File: src/rtl/pli_pkg.sv
package pli_pkg;

   localparam int DEPTH   = 64;
   localparam int CNT_W   = $clog2(DEPTH + 1);
   localparam int POS_W   = 7;
   localparam int CMD_W   = 2;
   localparam int STAT_W  = 2;
   localparam int WORD_W  = 32;
   localparam int COUNT_W = 7;
   localparam int CMP_W   = ((CNT_W > POS_W) ? CNT_W : POS_W) + 1;

   localparam logic [CMD_W-1:0] CMD_INSERT = 2'd0;
   localparam logic [CMD_W-1:0] CMD_DELETE = 2'd1;
   localparam logic [CMD_W-1:0] CMD_DUMP   = 2'd2;

   localparam logic [STAT_W-1:0] ST_OK      = 2'd0;
   localparam logic [STAT_W-1:0] ST_FULL    = 2'd1;
   localparam logic [STAT_W-1:0] ST_ILLEGAL = 2'd2;
   localparam logic [STAT_W-1:0] ST_EMPTY   = 2'd3;

   typedef enum logic [1:0] {
      OP_HOLD,
      OP_INSERT,
      OP_DELETE,
      OP_ROTATE
   } op_type;

   typedef struct packed {
      op_type              op;
      logic                emit;
      logic [STAT_W-1:0]   status;
      logic                last;
      logic                show_entry;
   } dp_ctrl_type;

   typedef struct packed {
      logic [CNT_W-1:0]    count;
      logic                full;
      logic                ins_pos_ok;
      logic                del_pos_ok;
   } dp_stat_type;

endpackage

File: src/rtl/pli_control.sv
module pli_control (
   input  logic                        clock,
   input  logic                        reset,
   input  logic                        start,
   output logic                        busy,
   input  logic [pli_pkg::CMD_W-1:0]   req_cmd,
   input  pli_pkg::dp_stat_type        stat,
   output pli_pkg::dp_ctrl_type        ctrl
);

   typedef enum logic {
      S_IDLE,
      S_DUMP
   } state_type;

   state_type                 state_ff;
   state_type                 state_in;
   logic [pli_pkg::CNT_W-1:0] rem_ff;
   logic [pli_pkg::CNT_W-1:0] rem_in;

   assign busy = (state_ff == S_DUMP);

   always_comb begin
      state_in        = state_ff;
      rem_in          = rem_ff;
      ctrl.op         = pli_pkg::OP_HOLD;
      ctrl.emit       = 1'b0;
      ctrl.status     = pli_pkg::ST_OK;
      ctrl.last       = 1'b1;
      ctrl.show_entry = 1'b0;
      unique case (state_ff)
         S_IDLE: begin
            if (start) begin
               ctrl.emit = 1'b1;
               unique case (req_cmd)
                  pli_pkg::CMD_INSERT: begin
                     if (stat.full) begin
                        ctrl.status = pli_pkg::ST_FULL;
                     end else if (stat.ins_pos_ok) begin
                        ctrl.op = pli_pkg::OP_INSERT;
                     end else begin
                        ctrl.status = pli_pkg::ST_ILLEGAL;
                     end
                  end
                  pli_pkg::CMD_DELETE: begin
                     if (stat.del_pos_ok) begin
                        ctrl.op = pli_pkg::OP_DELETE;
                     end else begin
                        ctrl.status = pli_pkg::ST_ILLEGAL;
                     end
                  end
                  pli_pkg::CMD_DUMP: begin
                     if (stat.count == '0) begin
                        ctrl.status = pli_pkg::ST_EMPTY;
                     end else begin
                        // entries go out from the dump state, one per cycle
                        ctrl.emit = 1'b0;
                        state_in  = S_DUMP;
                        rem_in    = stat.count;
                     end
                  end
                  default: begin
                     ctrl.status = pli_pkg::ST_OK;
                  end
               endcase
            end
         end
         S_DUMP: begin
            ctrl.op         = pli_pkg::OP_ROTATE;
            ctrl.emit       = 1'b1;
            ctrl.show_entry = 1'b1;
            ctrl.last       = (rem_ff == pli_pkg::CNT_W'(1));
            rem_in          = rem_ff - pli_pkg::CNT_W'(1);
            if (ctrl.last) begin
               state_in = S_IDLE;
            end
         end
         default: begin
            state_in = S_IDLE;
         end
      endcase
   end

   always_ff @(posedge clock) begin
      if (reset) begin
         state_ff <= S_IDLE;
         rem_ff   <= '0;
      end else begin
         state_ff <= state_in;
         rem_ff   <= rem_in;
      end
   end

   a_dump_count_nonzero: assert property (@(posedge clock) disable iff (reset)
      state_ff == S_DUMP |-> rem_ff != '0 && rem_ff <= stat.count)
      else $error("dump countdown out of range");

   a_dump_ends_idle: assert property (@(posedge clock) disable iff (reset)
      state_ff == S_DUMP && rem_ff == pli_pkg::CNT_W'(1) |=> state_ff == S_IDLE)
      else $error("dump did not finish on last entry");

endmodule

File: config.mk
export PLATFORM = sky130hd
export DESIGN_NAME = pli_control
export DESIGN_NICKNAME = d
export VERILOG_FILES = /design/src/rtl/pli_pkg.sv /design/src/rtl/pli_control.sv
export SDC_FILE = /design/constraint.sdc
export NUM_CORES = 1
export LEC_CHECK = 0
export BUFFER_PORTS_ARGS = -buffer_cell sky130_fd_sc_hd__buf_2
export CORE_UTILIZATION = 46
export DETAILED_ROUTE_END_ITERATION = 7
export PLACE_DENSITY = 0.84
export SYNTH_ARGS = -nofsm -noshare
export SYNTH_HDL_FRONTEND = slang
export SYNTH_SLANG_ARGS = --single-unit
File: constraint.sdc
create_clock -name clock -period 2.05 [get_ports clock]
set_input_delay 0.1025 -clock clock [delete_from_list [all_inputs] [get_ports clock]]
set_output_delay 0.1025 -clock clock [all_outputs]
set_load 0.02 [all_outputs]
==> metrics.yaml <==
place_area_sq_um: 728
antenna_cells: 0
cp-start-kind: "primary input"
post_cts_buffers: 0
syn2layout_area_growth_pct: 22.7
core_sq_mm: 0.00117
antenna_left: 0
path_cells: "buf_2 > or4_4 > nor4_1 > nand2_1 > a2111oi_0 > buf_2"
hpwl_um: 1150
peakVddDrop_mv: 0.447
grt_first_pass_wirelength_um: 2410
tightest_slew_ps: 535
antenna_found_initial: 0
finalCriticalPeriod_ps: 1810
critPathArrivalTime_ps: 1710
drive_gt1_share_pct: 31.3
numCtsBuffers: 3
dieArea_sq_mm: 0.00148
synth-edff-count: 0
ys_async_sr_fraction_pct: 0
io_buffers: 22
multiInputGateArea_sq_um: 407
worst_ep_required_time_ps: 1950
start_util_pct: 52.2
yosys_register_bits: 8
grt_pass1_vias: 570
postCtsHoldBufs: 0
die_h_um: 38.5
ioPinCount: 23
outcome: "finished clean"
cts_tree: "built"
wire_per_inst_um: 13.5
finClkSkew_ps: 11.5
rsz0062_at_grt: "no"
slew_headroom_pct: 64.3
p_leak_nw: 0.339
vias: 680
placed_cells: 110
yosys-top-cells-count: "dfxtp_1, nand2_1, a21oi_1"
hold_viol_final: 0
wirelength_um: 1520
cts.sinks: 8
finalSetupTns_ps: 0
ys_seq_area_share_pct: 26.2
fin_ws_ps: 237
synthFlopType: "dfxtp_1"
drc_errors: 0
slowest_stage: "or4_4"
cts_resized: 0
end_kind: "output port"
hold_class: "in -> reg"
htreeDepth: 1
cpPeakStageDelay_ps: 540
syn_area_sq_um: 612
p_per_area_mw_per_mm2: 591
post-place-ws_ps: 242
synthCells: 76
drtPass1Iterations: 6
fmax_mhz: 552
path_class: "in -> out"
synth_top_cell_by_area: "dfxtp_1"
reg2reg_slack_ps: 330
yosysUniqueCellTypes: 37
fin_nets: 118
grt_max_degree: 23
ys.warnings.count: 0
overflow: 0
root_buffer: "clkbuf_4"
drv_slew: 0
die_w_um: 38.5
utilization_pct: 64.1
clockBufferDepth: 2
path_clk_slew_ps: 60
nFillCells: 105
crit_top_cell: "buf_2"
rows: 12
cp_max_fo: 3
post-route-cell-area_sq_um: 751
drv_cap: 0
grtUsageTotal_pct: 24.1
syn-num-nets: 93
drt_iter0_markers: 17
yosys-top-cells-area: "dfxtp_1, a21oi_1, nand2_1"
synth_top_cell_area_share_pct: 26.2
seqCellArea_sq_um: 160
gp_congestion: 0.840
viasPerCell: 6.02
clock_latency_ps: 260
avgSynthCellArea_sq_um: 8.05
layout.cells.non_filler: 113
final-setup-viol-count: 0
period_share_pct: 88.4
-- cell usage in the layout, fill, tap and decap left out, drive strengths merged, types with 2 or more instances in the layout --
cell and instances:
buf 24, nor2 3, a21o 3, o21ai 3, ha 2, a21oi 6
xor2 2, a22oi 2, nand2 8, clkbuf 3, a211oi 2, dfxtp 8
a2111oi 2, and3b 2, inv 5, or3 2, or4 3, nor4 3
-- logic make-up (layout without fill, tap and decap cells) --
family,Yosys count,count (layout),share of synthesized area [%]
fa+ha+maj,2,2,4.09
simple gates,28,28,28.6
compound gates,27,27,30.9
buf+inv,9,32,7.36
flops,8,8,26.2
xor+xnor,2,2,2.86
-- through the flow --
| step | power [W] | hold WS (ps) |
|---|---|---|
| floorplan | 0.000276 | 249 |
| global placement | 0.000317 | 360 |
| detailed placement | 0.000322 | 370 |
| CTS | 0.000444 | 102 |
| global route | 0.000471 | 94.6 |
| finish | 0.000444 | 102 |
-- report_power, final --
part	switching (W)	total (W)	internal [W]
logic	0.0000779	0.000140	0.0000617
clock network	0.0000548	0.000122	0.0000671
registers	0.0000137	0.000182	0.000168
-- final cells by class --
class / count / share of cell area, %
Inverter: 5 / 2.50
Multi-Input combinational cell: 59 / 54.2
Timing Repair Buffer: 24 / 16.7
Clock buffer: 3 / 3.00
Sequential cell: 8 / 21.3
Tap cell: 14 / 2.33
-- state kept, by name, summed over array words and instances (netlist names) --
name	count
busy	1
rem_ff	7
-- path summary, 6_finish.rpt --
path | start | to | depth (start not counted)
max | stat[6] | ctrl[3] | 6
min | stat[7] | rem_ff[4] | 3
max reg2reg | busy | rem_ff[3] | 4
min reg2reg | rem_ff[1] | rem_ff[1] | 2
-- metal layers --
metal	GRT usage, %	vias to the layer above	routed length, um
li1	-	341	-
met1	32.2	312	726
met2	35.6	25	695
met3	10.5	2	95
met4	5.17	0	5
met5	0	-	0
-- critical path: cells and delay by family --
kind                   cells  cell delay [ps]
and+or+nand+nor            3              930
AOI/OAI and AO/OA          1              340
buffers and inverters      2              330
Note: power is estimated with default switching activity, not from simulation.
